--- config.mk ---
export PLATFORM = sky130hd
export DESIGN_NAME = tmu_mac
export DESIGN_NICKNAME = d
export VERILOG_FILES = /design/src/rtl/tmu_pkg.sv /design/src/rtl/tmu_mac.sv
export SDC_FILE = /design/constraint.sdc
export NUM_CORES = 2
export LEC_CHECK = 0
export BUFFER_PORTS_ARGS = -buffer_cell sky130_fd_sc_hd__buf_2
export CORE_MARGIN = 2
export CORE_UTILIZATION = 36
export CTS_BUF_LIST = sky130_fd_sc_hd__clkbuf_8
export CTS_CLUSTER_SIZE = 8
export DETAILED_ROUTE_END_ITERATION = 12
export HOLD_SLACK_MARGIN = 0.1
export PLACE_DENSITY_LB_ADDON = 0.3
export SLEW_MARGIN = 10
export SYNTH_ARGS = -nofsm -noshare
export SYNTH_HDL_FRONTEND = slang
export SYNTH_SLANG_ARGS = --single-unit
--- constraint.sdc ---
create_clock -name clk_i -period 5.3 [get_ports clk_i]
set_clock_uncertainty 0.15 [all_clocks]
set_input_delay 1.06 -clock clk_i [delete_from_list [all_inputs] [get_ports clk_i]]
set_output_delay 1.06 -clock clk_i [all_outputs]
set_load 0.03 [all_outputs]
--- src/rtl/tmu_pkg.sv ---
// Shared types, constants and arithmetic helpers of the transform matrix unit.
`default_nettype none

package tmu_pkg;

  localparam int unsigned WORD_W = 32;
  localparam int unsigned FRAC_W = 16;

  typedef logic signed [WORD_W-1:0] word_t;

  localparam word_t WMAX    = 32'sh7FFFFFFF;
  localparam word_t WMIN    = 32'sh80000000;
  localparam word_t ONE     = 32'sh00010000;
  localparam word_t TWO     = 32'sh00020000;
  localparam word_t NEG_ONE = 32'shFFFF0000;

  localparam int unsigned IN_W  = 136;
  localparam int unsigned OUT_W = 40;

  localparam int unsigned DIV_N     = 80;
  localparam int unsigned DIV_D     = 64;
  localparam int unsigned RED_SHIFT = 60 - FRAC_W;

  localparam logic [DIV_D-1:0] TWO_PI_Q60 = 64'h6487ED5110B4611A;

  localparam int unsigned ZW = 36;
  localparam int unsigned XW = 34;

  localparam logic signed [ZW-1:0] PI_Q30      = 36'sh0C90FDAA2;
  localparam logic signed [ZW-1:0] TWO_PI_Q30  = 36'sh1921FB544;
  localparam logic signed [ZW-1:0] HALF_PI_Q30 = 36'sh06487ED51;
  localparam logic signed [XW-1:0] CORDIC_X0   = 34'sh26DD3B6A;

  typedef enum logic [2:0] {
    OP_IDENT = 3'd0,
    OP_TRANS = 3'd1,
    OP_ROTX  = 3'd2,
    OP_ROTY  = 3'd3,
    OP_ROTZ  = 3'd4,
    OP_PERSP = 3'd5
  } opcode_e;

  function automatic word_t sat_add(input word_t a, input word_t b);
    logic signed [WORD_W:0] s;
    s = {a[WORD_W-1], a} + {b[WORD_W-1], b};
    if (s[WORD_W] != s[WORD_W-1]) begin
      return s[WORD_W] ? WMIN : WMAX;
    end
    return s[WORD_W-1:0];
  endfunction

  function automatic word_t sat_neg(input word_t v);
    if (v == WMIN) begin
      return WMAX;
    end
    return -v;
  endfunction

  function automatic word_t clamp48(input logic signed [47:0] v);
    if (v > 48'sd2147483647) begin
      return WMAX;
    end else if (v < -48'sd2147483648) begin
      return WMIN;
    end
    return v[WORD_W-1:0];
  endfunction

  function automatic logic [31:0] atan_q30(input logic [4:0] i);
    logic [31:0] r;
    unique case (i)
      5'd0:  r = 32'h3243F6A8;
      5'd1:  r = 32'h1DAC6705;
      5'd2:  r = 32'h0FADBAFC;
      5'd3:  r = 32'h07F56EA6;
      5'd4:  r = 32'h03FEAB76;
      5'd5:  r = 32'h01FFD55B;
      5'd6:  r = 32'h00FFFAAA;
      5'd7:  r = 32'h007FFF55;
      5'd8:  r = 32'h003FFFEA;
      5'd9:  r = 32'h001FFFFD;
      5'd10: r = 32'h000FFFFF;
      5'd11: r = 32'h0007FFFF;
      5'd12: r = 32'h0003FFFF;
      5'd13: r = 32'h0001FFFF;
      5'd14: r = 32'h0000FFFF;
      5'd15: r = 32'h00007FFF;
      5'd16: r = 32'h00003FFF;
      5'd17: r = 32'h00001FFF;
      5'd18: r = 32'h00000FFF;
      5'd19: r = 32'h000007FF;
      5'd20: r = 32'h000003FF;
      5'd21: r = 32'h000001FF;
      5'd22: r = 32'h000000FF;
      5'd23: r = 32'h0000007F;
      5'd24: r = 32'h0000003F;
      5'd25: r = 32'h0000001F;
      5'd26: r = 32'h0000000F;
      5'd27: r = 32'h00000007;
      5'd28: r = 32'h00000003;
      5'd29: r = 32'h00000001;
      5'd30: r = 32'h00000000;
      5'd31: r = 32'h00000000;
    endcase
    return r;
  endfunction

endpackage

`default_nettype wire

--- src/rtl/tmu_mac.sv ---
// Shared fixed-point multiply with saturating accumulate.
`default_nettype none

module tmu_mac (
  input  logic          clk_i,
  input  logic          rst_ni,
  input  logic          start_i,
  input  logic          load_i,
  input  tmu_pkg::word_t x_i,
  input  tmu_pkg::word_t y_i,
  output logic          done_o,
  output tmu_pkg::word_t acc_o
);

  logic signed [63:0] prod_q;
  logic               pend_q;
  logic               load_q;
  logic               done_q;
  tmu_pkg::word_t     acc_q;
  tmu_pkg::word_t     fm;

  assign fm = tmu_pkg::clamp48(prod_q[63:16]);

  always_ff @(posedge clk_i or negedge rst_ni) begin
    if (!rst_ni) begin
      prod_q <= '0;
      pend_q <= 1'b0;
      load_q <= 1'b0;
      done_q <= 1'b0;
      acc_q  <= '0;
    end else begin
      done_q <= pend_q;
      pend_q <= start_i;
      if (start_i) begin
        prod_q <= x_i * y_i;
        load_q <= load_i;
      end
      if (pend_q) begin
        acc_q <= load_q ? fm : tmu_pkg::sat_add(acc_q, fm);
      end
    end
  end

  assign done_o = done_q;
  assign acc_o  = acc_q;

endmodule

`default_nettype wire

==> results.yml <==
clock_network:
  cts_tree: "yes"
  clkLatencyLatePin_ns: 0.37
  clkSlewWorstSetupHoldPaths_ns: 0.10
  cts_max_level: 3
  cts.path.max_buffers: 2
  number_of_buffers_added_by_the_clock_tree_synthesis_step: 9
  postCtsHoldBufs: 0
  clock_sinks: 83
  cts.root.buffer_cell: "clkbuf_8"
flow_run:
  max_cap_viol_count: 0
sta:
  report.final.hold_viol_count: 0
  slew_violations: 0
  post-route-worst-setup-slack_ns: -2.79
  final-setup-viol-count: 48
  slew-limit-headroom_pct: 37.4
  tightestPinTransition_ns: 0.939
  max_frequency_mhz: 124
  rsz0062_at_grt: "true"
  period_share_pct: 153
  finalSetupTns_ns: -114.87
  finalWorstPathRequiredPeriod_ns: 8.09
floorplanning:
  placementRows: 124
  fp.dieW_um: 342
  die-area_um2: 117000
  initial_utilization_pct: 36.2
  core_region_area_um2: 114000
  floorplan.die.height_um: 342
  ios: 101
logic_synthesis:
  synth_sequential_area_ratio_pct: 5.04
  postSynthCellCount: 4409
  ys_seq_elements: 83
  synthFlopType: "dfrtp_1"
  post_synthesis_mean_instance_area_um2: 9.34
  netlist-cell-type-count: 81
  synth_area_um2: 41200
  synth.net_count: 5771
  post_synth_edffs: 0
  ys.warnings.count: 0
  synthArstFlopShare_pct: 100
global_route:
  globalRoute.totalOverflow: 0
  first_global_vias: 34300
  antenna_violations_before_repair: 1
  grt_max_degree: 52
  globalRouteTotalUtil_pct: 20.6
  grt_first_pass_wirelength_um: 190000
worst_hold_path:
  classification_of_the_worst_slack_hold_path: "flop to flop"
  worstHoldStart: "prod_q[31]$_DFFE_PN0P_"
place:
  post-dp-hpwl_um: 99900
  port_buffers: 100
  finalWeightedCongestion: 0.882
run_status:
  violations: "negative setup slack"
  run_status: "complete, but fails checks"
critical_path:
  critical_path_class: "input port to flop"
  timing.critical_path.arrival_ns: 8.20
  regToRegStartpoint: "prod_q[61]$_DFFE_PN0P_"
  setup.worst_path.end_class: "flop"
  critical_path.max_fanout: 7
  crit_path_start_kind: "input port"
  critical_path_required_ns: 5.42
  timing.critical_path.from: "x_i[31]"
cells_and_area:
  flow.area_growth_from_synthesis_pct: 22.4
  layout_filler_cell_count: 11000
  nets: 6197
  num_antenna_cells: 0
  final_layout_size_suffix_gt1_share_pct: 21.1
drt:
  drtPass1Iterations: 5
  postRouteAntennaNets: 0
  drtIter0Drc: 1608
  detail_route.wirelength_um: 116000
  drc_errors: 0
  dr_wl_cell_um: 18.3
  drt-vias-per-instance: 4.87
  dr_total_vias: 30900
-- per-stage QoR --
| step | setup WS [ns] | cells | instance area, um2 | hold WS (ns) | util (%) |
|---|---|---|---|---|---|
| after floorplan | -2.92 | 4409 | 42200 | 0.243 | - |
| after global placement | -3.49 | 6247 | 47200 | 0.331 | 41.4 |
| after detailed placement | -3.50 | 6247 | 47200 | 0.329 | 41.4 |
| after CTS | -2.72 | 6320 | 49500 | 0.360 | 43.5 |
| after global routing | -2.98 | 6352 | 50400 | 0.390 | 44.3 |
| final | -2.79 | 6352 | 50400 | 0.359 | 44.3 |
-- flip-flops by register name, indices dropped and copies added (netlist names) --
register / cells
done_o: 1
acc_o: 32
prod_q: 48
pend_q: 1
load_q: 1
-- timing repair --
item / 4_1_cts / 5_1_grt
setup buffers: 52 / 30
setup endpoints to repair: 48 / 57
pin swaps: 139 / 131
hold endpoints to repair: 0 / 0
gates cloned: 7 / 4
resized for setup: 368 / 148
-- final cells by class --
class                      instances  area, um2  area share, %
sequential                        83       2080           4.12
multi-input combinational       3115      36200           71.8
clock buffer                      10        138          0.273
tap                             1512       1890           3.75
clock inverter                     6        113          0.223
inverter                         975       3670           7.28
timing repair buffer             651       6310           12.5
-- worst max-delay path, cell delays in order --
cell,delay [ns]
buf_12,0.12
buf_12,0.15
nand2_8,0.07
inv_4,0.04
buf_6,0.10
fa_1,0.48
inv_2,0.04
fa_1,0.51
inv_2,0.04
fa_1,0.55
inv_2,0.06
fa_1,0.50
inv_2,0.05
fa_1,0.48
fa_1,0.57
fa_2,0.52
fa_2,0.63
ha_4,0.23
buf_4,0.15
a21oi_4,0.12
a21oi_1,0.10
a221o_1,0.40
a221oi_2,0.34
and3_1,0.20
and3_4,0.21
nor2_2,0.04
xor2_1,0.17
mux2_4,0.26
-- synth_stat cells (all sizes together) (5+ instances only) --
cell     instances  area share [%]
or4              5           0.091
o311ai           7            0.15
or3              6           0.091
xnor2           40            0.85
a211oi           8            0.16
mux2            28            0.77
xor2            26            0.55
a21o            57             1.0
a31oi            8            0.12
nand4           23            0.35
clkbuf         233             2.1
o31ai           10            0.18
fa            1082              53
dfrtp           83             5.0
o21bai           6            0.11
and3            11            0.18
nor3b            5           0.091
nand2          581             5.3
nor2            96            0.88
o211ai          17            0.32
and2           505             7.7
nand3b           6            0.11
a211o           10            0.21
o21ai           51            0.63
nor2b           11            0.17
o221ai          11            0.23
inv            974             8.9
o2111ai          5            0.11
o21a            19            0.38
and4             6            0.13
nor3            20            0.26
ha             212             6.4
a21boi           7            0.13
nor4             9            0.14
nand2b          18            0.27
o22ai           11            0.17
a31o             5            0.11
a21oi          115             1.4
nand3           23            0.28
-- cell families (layout without fill, tap and decap cells) --
| logic type | after synthesis | count (layout) | synth area share, % |
|---|---|---|---|
| flops | 83 | 83 | 5.04 |
| mux | 29 | 29 | 0.790 |
| xor+xnor | 66 | 66 | 1.40 |
| buf+inv | 1211 | 1642 | 11.0 |
| fa+ha+maj | 1294 | 1294 | 59.0 |
| simple gates | 1338 | 1338 | 16.3 |
| compound gates | 388 | 388 | 6.43 |
-- placed cells by master (no fill, tap or decap), types with 11 or more instances in the layout --
| master | synthesis | layout |
|---|---|---|
| and2_4 | 0 | 47 |
| and2_1 | 505 | 458 |
| buf_6 | 0 | 78 |
| nand3_1 | 23 | 18 |
| inv_1 | 974 | 935 |
| o21ai_2 | 1 | 12 |
| buf_2 | 3 | 43 |
| a21oi_1 | 115 | 91 |
| ha_4 | 0 | 33 |
| nor2_1 | 96 | 90 |
| fa_2 | 0 | 65 |
| buf_8 | 0 | 28 |
| o21a_1 | 17 | 17 |
| dfrtp_1 | 83 | 83 |
| nand4_1 | 23 | 23 |
| a21o_1 | 57 | 57 |
| o211ai_1 | 16 | 16 |
| buf_12 | 0 | 59 |
| ha_1 | 212 | 178 |
| xor2_1 | 26 | 22 |
| xnor2_1 | 40 | 33 |
| nand2_1 | 581 | 560 |
| a21oi_2 | 0 | 15 |
| fa_1 | 1082 | 1017 |
| nor3_1 | 19 | 15 |
| buf_4 | 0 | 429 |
| nand2_2 | 0 | 13 |
| o22ai_1 | 11 | 11 |
| nand2b_1 | 18 | 15 |
| mux2_2 | 28 | 18 |
| o21ai_0 | 48 | 31 |
| inv_2 | 0 | 35 |
-- final timing paths --
check,end,slack [ns],depth (start not counted)
max reg2reg,acc_o[21]$_DFFE_PN0P_,0.23,14
min in group asynchronous,acc_o[14]$_DFFE_PN0P_,0.50,1
min reg2reg,prod_q[31]$_DFFE_PN0P_,0.36,2
max,prod_q[53]$_DFFE_PN0P_,-2.79,28
min,prod_q[31]$_DFFE_PN0P_,0.36,2
max in group asynchronous,acc_o[7]$_DFFE_PN0P_,3.43,2
-- per-layer routing --
metal / global-route usage (%) / vias to the layer above / routed length, um / share of wire, %
met3: 2.70 / 133 / 5650 / 4.9
met4: 4.69 / 0 / 2800 / 2.4
li1: - / 13900 / - / -
met1: 27.9 / 16200 / 50300 / 43
met5: 0 / - / 0 / 0
met2: 35.1 / 667 / 57500 / 49
Power is left out: the tool's default activity adds up to more than one toggle a clock period on the data nets, which glitch-free logic cannot reach.
