### src/rtl/tmu_pkg.sv
// Shared types, constants and arithmetic helpers of the transform matrix unit.
`default_nettype none

package tmu_pkg;

  localparam int unsigned WORD_W = 32;
  localparam int unsigned FRAC_W = 16;

  typedef logic signed [WORD_W-1:0] word_t;

  localparam word_t WMAX    = 32'sh7FFFFFFF;
  localparam word_t WMIN    = 32'sh80000000;
  localparam word_t ONE     = 32'sh00010000;
  localparam word_t TWO     = 32'sh00020000;
  localparam word_t NEG_ONE = 32'shFFFF0000;

  localparam int unsigned IN_W  = 136;
  localparam int unsigned OUT_W = 40;

  localparam int unsigned DIV_N     = 80;
  localparam int unsigned DIV_D     = 64;
  localparam int unsigned RED_SHIFT = 60 - FRAC_W;

  localparam logic [DIV_D-1:0] TWO_PI_Q60 = 64'h6487ED5110B4611A;

  localparam int unsigned ZW = 36;
  localparam int unsigned XW = 34;

  localparam logic signed [ZW-1:0] PI_Q30      = 36'sh0C90FDAA2;
  localparam logic signed [ZW-1:0] TWO_PI_Q30  = 36'sh1921FB544;
  localparam logic signed [ZW-1:0] HALF_PI_Q30 = 36'sh06487ED51;
  localparam logic signed [XW-1:0] CORDIC_X0   = 34'sh26DD3B6A;

  typedef enum logic [2:0] {
    OP_IDENT = 3'd0,
    OP_TRANS = 3'd1,
    OP_ROTX  = 3'd2,
    OP_ROTY  = 3'd3,
    OP_ROTZ  = 3'd4,
    OP_PERSP = 3'd5
  } opcode_e;

  function automatic word_t sat_add(input word_t a, input word_t b);
    logic signed [WORD_W:0] s;
    s = {a[WORD_W-1], a} + {b[WORD_W-1], b};
    if (s[WORD_W] != s[WORD_W-1]) begin
      return s[WORD_W] ? WMIN : WMAX;
    end
    return s[WORD_W-1:0];
  endfunction

  function automatic word_t sat_neg(input word_t v);
    if (v == WMIN) begin
      return WMAX;
    end
    return -v;
  endfunction

  function automatic word_t clamp48(input logic signed [47:0] v);
    if (v > 48'sd2147483647) begin
      return WMAX;
    end else if (v < -48'sd2147483648) begin
      return WMIN;
    end
    return v[WORD_W-1:0];
  endfunction

  function automatic logic [31:0] atan_q30(input logic [4:0] i);
    logic [31:0] r;
    unique case (i)
      5'd0:  r = 32'h3243F6A8;
      5'd1:  r = 32'h1DAC6705;
      5'd2:  r = 32'h0FADBAFC;
      5'd3:  r = 32'h07F56EA6;
      5'd4:  r = 32'h03FEAB76;
      5'd5:  r = 32'h01FFD55B;
      5'd6:  r = 32'h00FFFAAA;
      5'd7:  r = 32'h007FFF55;
      5'd8:  r = 32'h003FFFEA;
      5'd9:  r = 32'h001FFFFD;
      5'd10: r = 32'h000FFFFF;
      5'd11: r = 32'h0007FFFF;
      5'd12: r = 32'h0003FFFF;
      5'd13: r = 32'h0001FFFF;
      5'd14: r = 32'h0000FFFF;
      5'd15: r = 32'h00007FFF;
      5'd16: r = 32'h00003FFF;
      5'd17: r = 32'h00001FFF;
      5'd18: r = 32'h00000FFF;
      5'd19: r = 32'h000007FF;
      5'd20: r = 32'h000003FF;
      5'd21: r = 32'h000001FF;
      5'd22: r = 32'h000000FF;
      5'd23: r = 32'h0000007F;
      5'd24: r = 32'h0000003F;
      5'd25: r = 32'h0000001F;
      5'd26: r = 32'h0000000F;
      5'd27: r = 32'h00000007;
      5'd28: r = 32'h00000003;
      5'd29: r = 32'h00000001;
      5'd30: r = 32'h00000000;
      5'd31: r = 32'h00000000;
    endcase
    return r;
  endfunction

endpackage

`default_nettype wire

### src/rtl/tmu_div.sv
// Restoring divider that produces one quotient bit per cycle.
`default_nettype none

module tmu_div (
  input  logic                        clk_i,
  input  logic                        rst_ni,
  input  logic                        start_i,
  input  logic [tmu_pkg::DIV_N-1:0]   dividend_i,
  input  logic [tmu_pkg::DIV_D-1:0]   divisor_i,
  output logic                        done_o,
  output logic [tmu_pkg::DIV_N-1:0]   quot_o,
  output logic [tmu_pkg::DIV_D-1:0]   rem_o
);

  localparam int unsigned N  = tmu_pkg::DIV_N;
  localparam int unsigned D  = tmu_pkg::DIV_D;
  localparam int unsigned CW = $clog2(N + 1);

  logic [CW-1:0] cnt_q;
  logic          busy_q;
  logic          done_q;
  logic [N-1:0]  n_q;
  logic [D-1:0]  r_q;
  logic [D-1:0]  d_q;
  logic [D:0]    r_sh;
  logic          ge;
  logic [D-1:0]  r_nx;

  assign r_sh = {r_q, n_q[N-1]};
  assign ge   = r_sh >= {1'b0, d_q};
  assign r_nx = ge ? D'(r_sh - {1'b0, d_q}) : r_sh[D-1:0];

  always_ff @(posedge clk_i or negedge rst_ni) begin
    if (!rst_ni) begin
      cnt_q  <= '0;
      busy_q <= 1'b0;
      done_q <= 1'b0;
      n_q    <= '0;
      r_q    <= '0;
      d_q    <= '0;
    end else begin
      done_q <= 1'b0;
      if (start_i) begin
        busy_q <= 1'b1;
        cnt_q  <= '0;
        n_q    <= dividend_i;
        r_q    <= '0;
        d_q    <= divisor_i;
      end else if (busy_q) begin
        r_q   <= r_nx;
        n_q   <= {n_q[N-2:0], ge};
        cnt_q <= cnt_q + 1'b1;
        if (cnt_q == CW'(N - 1)) begin
          busy_q <= 1'b0;
          done_q <= 1'b1;
        end
      end
    end
  end

  assign done_o = done_q;
  assign quot_o = n_q;
  assign rem_o  = r_q;

endmodule

`default_nettype wire

### config.mk
export PLATFORM = sky130hd
export DESIGN_NAME = tmu_div
export DESIGN_NICKNAME = d
export VERILOG_FILES = /design/src/rtl/tmu_pkg.sv /design/src/rtl/tmu_div.sv
export SDC_FILE = /design/constraint.sdc
export NUM_CORES = 1
export LEC_CHECK = 0
export ABC_AREA = 1
export BUFFER_PORTS_ARGS = -buffer_cell sky130_fd_sc_hd__clkbuf_2
export CAP_MARGIN = 30
export CORE_AREA = 3 3 204 206
export CTS_BUF_LIST = sky130_fd_sc_hd__clkbuf_2 sky130_fd_sc_hd__clkbuf_4 sky130_fd_sc_hd__clkbuf_8
export CTS_CLUSTER_DIAMETER = 150
export DETAILED_ROUTE_END_ITERATION = 8
export DIE_AREA = 0 0 207 209
export GPL_ROUTABILITY_DRIVEN = 0
export PLACE_DENSITY = 0.66
export SYNTH_ARGS = -nofsm -noshare
export SYNTH_HDL_FRONTEND = slang
export SYNTH_SLANG_ARGS = --single-unit
### constraint.sdc
create_clock -name clk_i -period 2.25 [get_ports clk_i]
set_input_delay 0 -clock clk_i [delete_from_list [all_inputs] [get_ports clk_i]]
set_output_delay 0 -clock clk_i [all_outputs]
set_load 0.005 [all_outputs]
==> flow_summary.toml, run 1 <==
[timing]
maxSlewViolCount = 0
hold_viol_final = 0
period_share = 1.077
fin_worst_skew_ps = 36.92
period_needed_ps = 2423
finalSetupViolations = 63
tightest_slew_ps = 846.9
setup_slack_ps = -172.6
grt_setup_unrepaired = "yes"
fmax_mhz = 412.8
relSlewSlack = 0.4354

[route]
ant_nets = 0
drt_iter0_markers = 1597
wl_um = 64330
via_count = 18920
via_per_inst = 5.050
drc = 0
drt_first_pass_iters = 8
wire_per_inst_um = 17.17

[pwr]
p_per_area_nw_per_um2 = 633.4
leakagePower_nw = 13.61
ir_worst_vdd_mv = 0.5676
total_power_mw = 15.91

[die]
die_height_um = 209
dieWidth_um = 207
fp.dieArea_um2 = 43260
io_pins = 292
core_um2 = 39820
start_util = 0.3886
row_count = 73

[setup_path]
path_cells = "ha_4 > nand2_1 > inv_1 > a21oi_2 > nand2_2 > a21oi_4 > nor2_4 > nor2_4 > buf_12 > nand2_8 > buf_12 > clkbuf_16 > nand2_2 > nand3_1 > nand2_1"
startpoint_type = "flip-flop"
worstPathMaxFanout = 7
reg2reg_slack_ps = -170
crit_type = "flip-flop to flip-flop"
max_stage_delay_ps = 410
end_kind = "flip-flop"
critPathSlowestCell = "dfrtp_1"
cp.arrival_ps = 3000
required_ps = 2820

[cts]
clock_sinks = 217
clockRootBuffer = "clkbuf_8"
clock_path_buffers = 3
htree_levels = 2
cts_tree = "yes"
cts-buffers-inserted = 41
clk_pin_slew_worst_paths_ps = 60
clk_latency_ps = 640

[yosys]
syn_area_um2 = 15480
yosysSeqAreaShare = 0.3509
synth_warnings = 0
synthArstFlopShare = 1.000
synth_flop_cell = "dfrtp_1"
synth_nets = 2571
ys_types = 41
synth-edff-count = 0
synth-seq-cells = 217
avgSynthCellArea_um2 = 6.563
postSynthCellCount = 2358

[cells_and_area]
fin_area_um2 = 25110
nets = 3402
drive_above_1_share = 0.3282
n_antenna_cell = 0
final_util = 0.6306
areaGrowthSynthToFinish_pct = 62.27

[placed_design]
place_area_um2 = 19770
portBuffers = 291
dp_hpwl_um = 43050

[status]
status = "finished with violations"
violations = "setup timing"

[global_route]
grt_pass1_wl_um = 99030
grt_pass1_vias = 18900
track_usage = 0.2799
antenna_found_initial = 0
grt_max_degree = 83
gr-total-overflow = 0

[worst_hold_path]
hold_class = "primary input to flip-flop"

[run]
drv_cap = 0
-- synthesized netlist by cell type (2+ instances only) --
library cell  instances  area share
buf_2                 3     0.00097
nor4_1                4      0.0016
nand3_2              10      0.0065
buf_6                 5      0.0036
dfrtp_1             217        0.35
nand3b_1             38       0.018
nand2_2               4      0.0016
and2_1                5      0.0020
o21ai_0              89       0.029
o221ai_1             76       0.043
nor2_2                7      0.0028
nand3_1             133       0.043
clkbuf_1             54       0.013
buf_1                 6      0.0015
nand4_1              19      0.0077
nand2_1             882        0.21
inv_2                 8      0.0019
clkinv_1              2     0.00049
inv_1               477        0.12
nor2_4                3      0.0022
o21ai_1              20      0.0065
ha_1                 65       0.053
nor3_2                2      0.0013
a21oi_1              55       0.018
xnor2_1              30       0.017
nor2_1              104       0.025
nor3_1               14      0.0045
a22oi_1               2     0.00097
nand2_4               3      0.0022
o21bai_1              9      0.0044
o211ai_1              2     0.00097
-- stage by stage --
stage / TNS, ps / hold slack, ps / setup slack [ps] / std cells
global placement: -8162 / 32.50 / -186.5 / 3416
global route: -12730 / 109.2 / -272.4 / 3746
detailed placement: -10720 / 41.38 / -229.9 / 3416
floorplan: 0 / -295.6 / 53.62 / 2358
CTS: -2889 / 70.16 / -87.67 / 3722
finish: -5634 / 99.85 / -172.6 / 3746
-- worst paths after layout --
check	startpoint	endpoint	cells after the start
setup / recovery	rem_o[39]$_DFFE_PN0P_	rem_o[36]$_DFFE_PN0P_	15
hold / removal	divisor_i[38]	d_q[38]$_DFFE_PN0P_	4
setup reg to reg	rem_o[39]$_DFFE_PN0P_	rem_o[36]$_DFFE_PN0P_	15
hold reg to reg	quot_o[78]$_DFFE_PN0P_	quot_o[79]$_DFFE_PN0P_	2
max in group asynchronous	rst_ni	rem_o[52]$_DFFE_PN0P_	4
min in group asynchronous	rst_ni	d_q[21]$_DFFE_PN0P_	3
-- worst max-delay path: cells and delay by family (launching register included) --
family	cells	cell delay, ps
AND/OR/NAND/NOR	8	710
buffers and inverters	4	550
AO/OA/AOI/OAI	2	410
flip-flops	1	410
adder cells (fa/ha/maj)	1	270
-- logic make-up after synthesis --
| logic type | Yosys count | synth area share |
|---|---|---|
| AOI/OAI and AO/OA | 256 | 0.1039 |
| xor gates and xnor gates | 31 | 0.01754 |
| adders and majority gates | 66 | 0.05384 |
| buffers and inverters | 558 | 0.1400 |
| DFF | 217 | 0.3509 |
| and+or+nand+nor | 1230 | 0.3338 |
-- power by group --
| group | leakage (nW) | internal (mW) | switching [mW] |
|---|---|---|---|
| registers | 2.76 | 4.25 | 0.248 |
| clock network | 0.517 | 2.69 | 1.96 |
| logic | 10.3 | 3.21 | 3.54 |
-- repair_timing --
| action | in CTS | in global routing |
|---|---|---|
| pin swaps | 25 | 29 |
| setup buffers | 27 | 19 |
| endpoints found under the setup margin | 65 | 65 |
| hold buffers | 198 | 0 |
| endpoints found under the hold margin | 366 | 0 |
| resized for setup | 208 | 157 |
| cloned | 7 | 6 |
-- cells in the final DEF, fill, tap and decap left out, drive strengths merged, types with 38 or more instances in the layout --
| master | n |
|---|---|
| dfrtp | 217 |
| inv | 488 |
| o221ai | 76 |
| nor2 | 114 |
| nand2 | 890 |
| ha | 65 |
| o21ai | 109 |
| nand3b | 38 |
| buf | 366 |
| dlygate4sd3 | 198 |
| clkbuf | 352 |
| a21oi | 55 |
| nand3 | 143 |
-- metal layers --
metal  part of all wire  wire, um  vias to the layer above  GRT usage
met5                  0         0                        -          0
met4              0.055      3526                        0     0.1421
met3              0.083      5311                      216    0.05810
met2               0.48     30720                      903     0.4845
met1               0.39     24770                     8785     0.3291
li1                   -         -                     9012          -
-- state kept, by name, indices dropped and copies added (netlist names) --
name and flops:
done_o 1, busy_q 1, d_q 64, cnt_q 7, quot_o 80, rem_o 64
-- final cells by class --
type | instances | area, um2
clock inverter | 17 | 206.4
clock buffer | 58 | 767.0
inverter | 487 | 1831
sequential | 217 | 5430
timing repair buffer | 858 | 6758
tap | 525 | 656.9
fill | 3411 | 14710
multi-input combinational | 1584 | 9464
No activity file was read; power rests on OpenSTA's default activity.
==> inputs of run 2 (changes only) <==
==> constraint.sdc (replaced) <==
create_clock -name clk_i -period 2.25 [get_ports clk_i]
set_input_delay 0 -clock clk_i [delete_from_list [all_inputs] [get_ports clk_i]]
set_output_delay 0 -clock clk_i [all_outputs]
set_load 0.02 [all_outputs]
==> run 2 against run 1 <==
Against the previous run: setup slack better by 24 ps; critical path type unchanged; sequential power is essentially flat; first-iteration DRC count is 14% lower; clock skew increased by 11 ps; the run still ends with setup timing left; highest routed layer unchanged; largest power group unchanged; power up 2.4%; non-clock buffer count fell by 51; clock power grew 2%; via count fell by 1.7%; fmax is 0.99% higher.
==> flow_summary.toml, run 2 (synthesized netlist as in run 1, its figures left out) <==
[setup_path]
reg2reg_slack_ps = -150
critPathSlowestCell = "dfrtp_1"
crit_buf_inv = 3
r2r_end = "rem_o[44]$_DFFE_PN0P_"
required_ps = 2730
critPathTopFamily = "simple AND/OR/NAND/NOR gates"
end_kind = "flip-flop"
worstRegToRegCells = 13
startpoint = "rem_o[47]$_DFFE_PN0P_"
reg2reg_from = "rem_o[47]$_DFFE_PN0P_"
cp.arrival_ps = 2880
path_cells = "ha_4 > nand2_4 > nor2_4 > inv_2 > nor2_4 > inv_2 > nor3_4 > nand2_8 > nand2_8 > buf_12 > nand2_1 > nand3_2 > nand2_1"
startpoint_type = "flip-flop"
crit_type = "flip-flop to flip-flop"
worstPathMaxFanout = 7
max_stage_delay_ps = 420

[cells_and_area]
final_common_cell = "nand2_1"
areaGrowthSynthToFinish_pct = 59.87
final-seq-area_um2 = 5430
final_cell_mix = "nand2_1, inv_1, buf_4, clkbuf_2, dfrtp_1"
nFillCells = 3483
fin_area_um2 = 24740
drive_above_1_share = 0.3455
nets = 3351
multi_input_area_um2 = 9659
largest_reg_flops = 80

[die]
row_count = 73
io_pins = 292
start_util = 0.3886
dieWidth_um = 207
die_height_um = 209
core_um2 = 39820
fp.dieArea_um2 = 43260

[timing]
hold_viol_final = 0
fmax_mhz = 416.9
finalSetupViolations = 64
tightest_slew_ps = 801.7
relSlewSlack = 0.4656
fin_worst_skew_ps = 48.10
period_needed_ps = 2399
period_share = 1.066
maxSlewViolCount = 0
setup_slack_ps = -148.8
grt_setup_unrepaired = "yes"

[global_route]
antenna_found_initial = 2
track_usage = 0.2683
grt_pass1_vias = 18580
grt_pass1_wl_um = 95320
gr-total-overflow = 0
grt_max_degree = 140

[placed_design]
portBuffers = 291
dp_hpwl_um = 42670
place_ws_ps = -228.0
place_area_um2 = 19670

[worst_hold_path]
hold_class = "primary input to flip-flop"
worstHoldPathCells = 4
hold_end = "d_q[8]$_DFFE_PN0P_"
hold_start = "divisor_i[8]"

[route]
drc = 0
via_count = 18590
drt_iter0_markers = 1371
wire_per_inst_um = 16.85
ant_nets = 0
wl_um = 62270
drt_first_pass_iters = 6
via_per_inst = 5.030

[pwr]
ir_worst_vdd_mv = 0.5462
leakagePower_nw = 13.40
p_per_area_nw_per_um2 = 658.4

[status]
violations = "setup timing"
status = "finished with violations"

[cts]
cts_tree = "yes"
clock_sinks = 217
clockRootBuffer = "clkbuf_8"
clock_path_buffers = 3
clk_pin_slew_worst_paths_ps = 60
clk_latency_ps = 640
htree_levels = 2
cts-buffers-inserted = 41

[run]
drv_cap = 0
[run 2: cell count changes in the layout (fill, tap and decap cells not counted), sizes merged]
| cell | before | now |
|---|---|---|
| bufinv | 4 | 7 |
| clkinvlp | 0 | 2 |
| buf | 366 | 348 |
| dlygate4sd3 | 198 | 163 |
| clkinv | 12 | 8 |
| diode | 0 | 2 |
[run 2: power by group]
group	leakage, nW	switching, mW	internal, mW	total [mW]
clock network	0.514	1.89	2.87	4.76
registers	2.76	0.243	4.25	4.50
logic	10.1	3.87	3.16	7.03
[run 2: routing by layer]
| metal | part of all wire | vias to the layer above | GRT usage |
|---|---|---|---|
| met5 | 0 | - | 0 |
| met4 | 0.051 | 0 | 0.1184 |
| met3 | 0.080 | 219 | 0.05315 |
| met2 | 0.47 | 844 | 0.4701 |
| met1 | 0.39 | 8628 | 0.3197 |
| li1 | - | 8899 | - |
[run 2: tightest hold or removal path, cell delays in order]
cell           delay [ps]
dlygate4sd3_1         520
clkbuf_2              100
nand2_1                40
o21ai_0                50
[run 2: stage by stage]
step | total power [mW] | utilization | hold WS [ps] | std cells | setup TNS (ps)
floorplan | 7.417 | - | -295.6 | 2358 | 0
global placement | 9.693 | 0.4938 | -22.22 | 3404 | -5239
detailed placement | 9.765 | 0.4938 | -20.70 | 3404 | -8800
CTS | 15.37 | 0.5872 | 83.60 | 3656 | -1353
global route | 17.16 | 0.6213 | 121.6 | 3696 | -10030
finish | 16.29 | 0.6213 | 122.0 | 3696 | -5401
[run 2: what timing repair did]
action / in CTS / in global routing
hold buffers: 164 / 0
setup buffers: 10 / 30
pin swaps: 8 / 57
gates resized for setup: 142 / 276
gates cloned: 4 / 10
endpoints found under the hold margin: 369 / 0
setup endpoints to repair: 64 / 65
[run 2: how the worst max path moves through the flow]
stage          slack, ps  depth (start not counted)               endpoint
2_1_floorplan          6                         12  rem_o[31]$_DFFE_PN0P_
3_3_place_gp        -180                         16  rem_o[58]$_DFFE_PN0P_
3_5_place_dp        -230                         16  rem_o[58]$_DFFE_PN0P_
4_1_cts              -60                         14  rem_o[33]$_DFFE_PN0P_
5_1_grt             -230                         14  rem_o[44]$_DFFE_PN0P_
6_report            -150                         13  rem_o[44]$_DFFE_PN0P_
[run 2: area by class of cell]
type                            instances  area share
Inverter                              487     0.07409
Clock inverter                         18     0.01133
Antenna cell                            2   0.0002023
Sequential cell                       217      0.2195
Clock buffer                           56     0.02862
Timing Repair Buffer                  807      0.2493
Tap cell                              525     0.02655
Multi-Input combinational cell       1584      0.3904
==> inputs of run 3 (changes only) <==
--- a/config.mk
+++ b/config.mk
@@ -8,13 +8,15 @@
 export ABC_AREA = 1
 export BUFFER_PORTS_ARGS = -buffer_cell sky130_fd_sc_hd__clkbuf_2
 export CAP_MARGIN = 30
-export CORE_AREA = 3 3 204 206
+export CELL_PAD_IN_SITES_DETAIL_PLACEMENT = 0
+export CELL_PAD_IN_SITES_GLOBAL_PLACEMENT = 1
+export CORE_AREA = 3 3 209 211
 export CTS_BUF_LIST = sky130_fd_sc_hd__clkbuf_2 sky130_fd_sc_hd__clkbuf_4 sky130_fd_sc_hd__clkbuf_8
 export CTS_CLUSTER_DIAMETER = 150
 export DETAILED_ROUTE_END_ITERATION = 8
-export DIE_AREA = 0 0 207 209
+export DIE_AREA = 0 0 212 214
 export GPL_ROUTABILITY_DRIVEN = 0
-export PLACE_DENSITY = 0.66
+export PLACE_DENSITY = 0.84
 export SYNTH_ARGS = -nofsm -noshare
 export SYNTH_HDL_FRONTEND = slang
 export SYNTH_SLANG_ARGS = --single-unit
==> run 3 against run 2 <==
Against the previous run: the flow still finishes with violations (setup timing); core utilization down 1.4 points; non-clock buffer count increased by 99; setup slack better by 24 ps; sequential share of layout area down 0.63 points; wire length is 1.6% higher; die area increased by 4.9%; sequential power is essentially flat; critical endpoint is now rem_o[52]$_DFFE_PN0P_; largest cell class unchanged; largest power group unchanged.
==> flow_summary.toml, run 3 (synthesized netlist as in run 1, its figures left out) <==
[pwr]
p_per_area_nw_per_um2 = 618.4
ir_worst_vdd_mv = 0.4849
total_power_mw = 15.75
leakagePower_nw = 13.77

[route]
wl_um = 63250
wire_per_inst_um = 16.64
drt_first_pass_iters = 5
drt_iter0_markers = 1242
via_count = 18510
via_per_inst = 4.869
drc = 0
ant_nets = 0

[die]
io_pins = 292
start_util = 0.3689
row_count = 75
dieWidth_um = 212
fp.dieArea_um2 = 45370
core_um2 = 41950
die_height_um = 214

[global_route]
grt_pass1_vias = 18750
gr-total-overflow = 0
grt_pass1_wl_um = 97610
track_usage = 0.2669
grt_max_degree = 114
antenna_found_initial = 0

[timing]
tns_ps = -3332
maxSlewViolCount = 0
whs_ps = 34.01
relSlewSlack = 0.5750
fin_worst_skew_ps = 24.95
fmax_mhz = 421.0
setup_slack_ps = -125.2
grt_setup_unrepaired = "yes"
hold_viol_final = 0
finalSetupViolations = 54
period_share = 1.056
period_needed_ps = 2375
tightest_slew_ps = 636.6

[cells_and_area]
largest_reg_flops = 80
layout.cells.non_filler = 3801
fin_area_um2 = 25470
drive_above_1_share = 0.3581
final_cell_mix = "nand2_1, inv_1, buf_4, clkbuf_2, dfrtp_1"
nFillCells = 3706
n_antenna_cell = 0
final_util = 0.6072
final_common_cell = "nand2_1"
nets = 3450
areaGrowthSynthToFinish_pct = 64.58

[run]
drv_cap = 0

[cts]
clockRootBuffer = "clkbuf_8"
htree_levels = 2
clock_path_buffers = 3
clk_pin_slew_worst_paths_ps = 60
clk_latency_ps = 610
clock_sinks = 217
cts_tree = "yes"
cts-buffers-inserted = 41

[setup_path]
critPathSlowestCell = "dfrtp_1"
worstRegToRegCells = 18
startpoint_type = "flip-flop"
r2r_end = "rem_o[52]$_DFFE_PN0P_"
max_stage_delay_ps = 370
reg2reg_from = "d_q[38]$_DFFE_PN0P_"
crit_type = "flip-flop to flip-flop"
cpMostUsedCell = "nand2_2"
reg2reg_slack_ps = -130
required_ps = 2750
cp.arrival_ps = 2870
worstPathMaxFanout = 6
path_cells = "inv_2 > ha_4 > nand2_2 > nand2_2 > a21oi_2 > buf_4 > nand2_4 > a21oi_4 > nor2_4 > nor2_4 > buf_12 > nand2_8 > buf_6 > nand2_8 > clkbuf_16 > nand2_2 > nand2_1 > nand2_1"
end_kind = "flip-flop"

[placed_design]
portBuffers = 291
place_area_um2 = 20020
dp_hpwl_um = 44400
placedCellCount = 3461
place_ws_ps = -342.8

[worst_hold_path]
hold_class = "primary input to asynchronous set/reset pin"

[status]
violations = "setup timing"
status = "finished with violations"
## run 3: cell types whose count changed in the layout (fill, tap and decap cells not counted), moves of 5 or more
cell,delta
nand2_1,+10
bufinv_16,-5
nor2_2,+5
a21oi_1,-7
buf_4,+64
nand3_2,+6
nand3_1,-8
nand2_4,+7
nand2_2,-16
dlygate4sd3_1,+31
buf_6,+5
buf_12,+5
a21oi_2,+8
## run 3: worst max-delay path, delay by kind of cell (launching register included)
kind | cells | cell delay (ps)
compound gates | 2 | 350
simple gates | 10 | 650
buf+inv | 5 | 670
flops | 1 | 370
fa+ha+maj | 1 | 220
## run 3: cell type report
cell class | instances | area [um2] | share of cell area
repair buffers | 906 | 6960 | 0.2733
multi-input cells | 1584 | 9739 | 0.3824
clock inverters | 10 | 121.4 | 0.004765
flip-flops and latches | 217 | 5430 | 0.2132
well taps | 539 | 674.4 | 0.02648
inverters | 487 | 1828 | 0.07177
clock buffers | 58 | 716.9 | 0.02815
## run 3: routing by layer
metal	vias to the layer above	global-route usage	wire, um
met5	-	0	0
met4	0	0.09176	2334
met3	121	0.04892	4456
met2	676	0.4608	30540
met1	8620	0.3337	25920
li1	9089	-	-
## run 3: how the worst max path moves through the flow
stage | from | endpoint | slack (ps)
3_3_place_gp | quot_o[79]$_DFFE_PN0P_ | rem_o[52]$_DFFE_PN0P_ | -330
4_1_cts | d_q[38]$_DFFE_PN0P_ | rem_o[47]$_DFFE_PN0P_ | -50
5_1_grt | d_q[40]$_DFFE_PN0P_ | rem_o[58]$_DFFE_PN0P_ | -230
3_5_place_dp | rem_o[39]$_DFFE_PN0P_ | rem_o[2]$_DFFE_PN0P_ | -340
6_report | d_q[38]$_DFFE_PN0P_ | rem_o[52]$_DFFE_PN0P_ | -130
2_1_floorplan | rem_o[39]$_DFFE_PN0P_ | rem_o[31]$_DFFE_PN0P_ | 6
## run 3: timing repair
item                                    CTS  global route
hold buffers                            195             0
pin swaps                                49            75
resized for setup                       202           239
setup buffers                            35            38
endpoints found under the hold margin   366             0
endpoints found under the setup margin   65            65
cloned                                    3             5
## run 3: where the power goes
group | switching (mW) | internal, mW
registers | 0.254 | 4.25
logic | 3.81 | 3.31
clock network | 1.83 | 2.29
total | 5.89 | 9.86
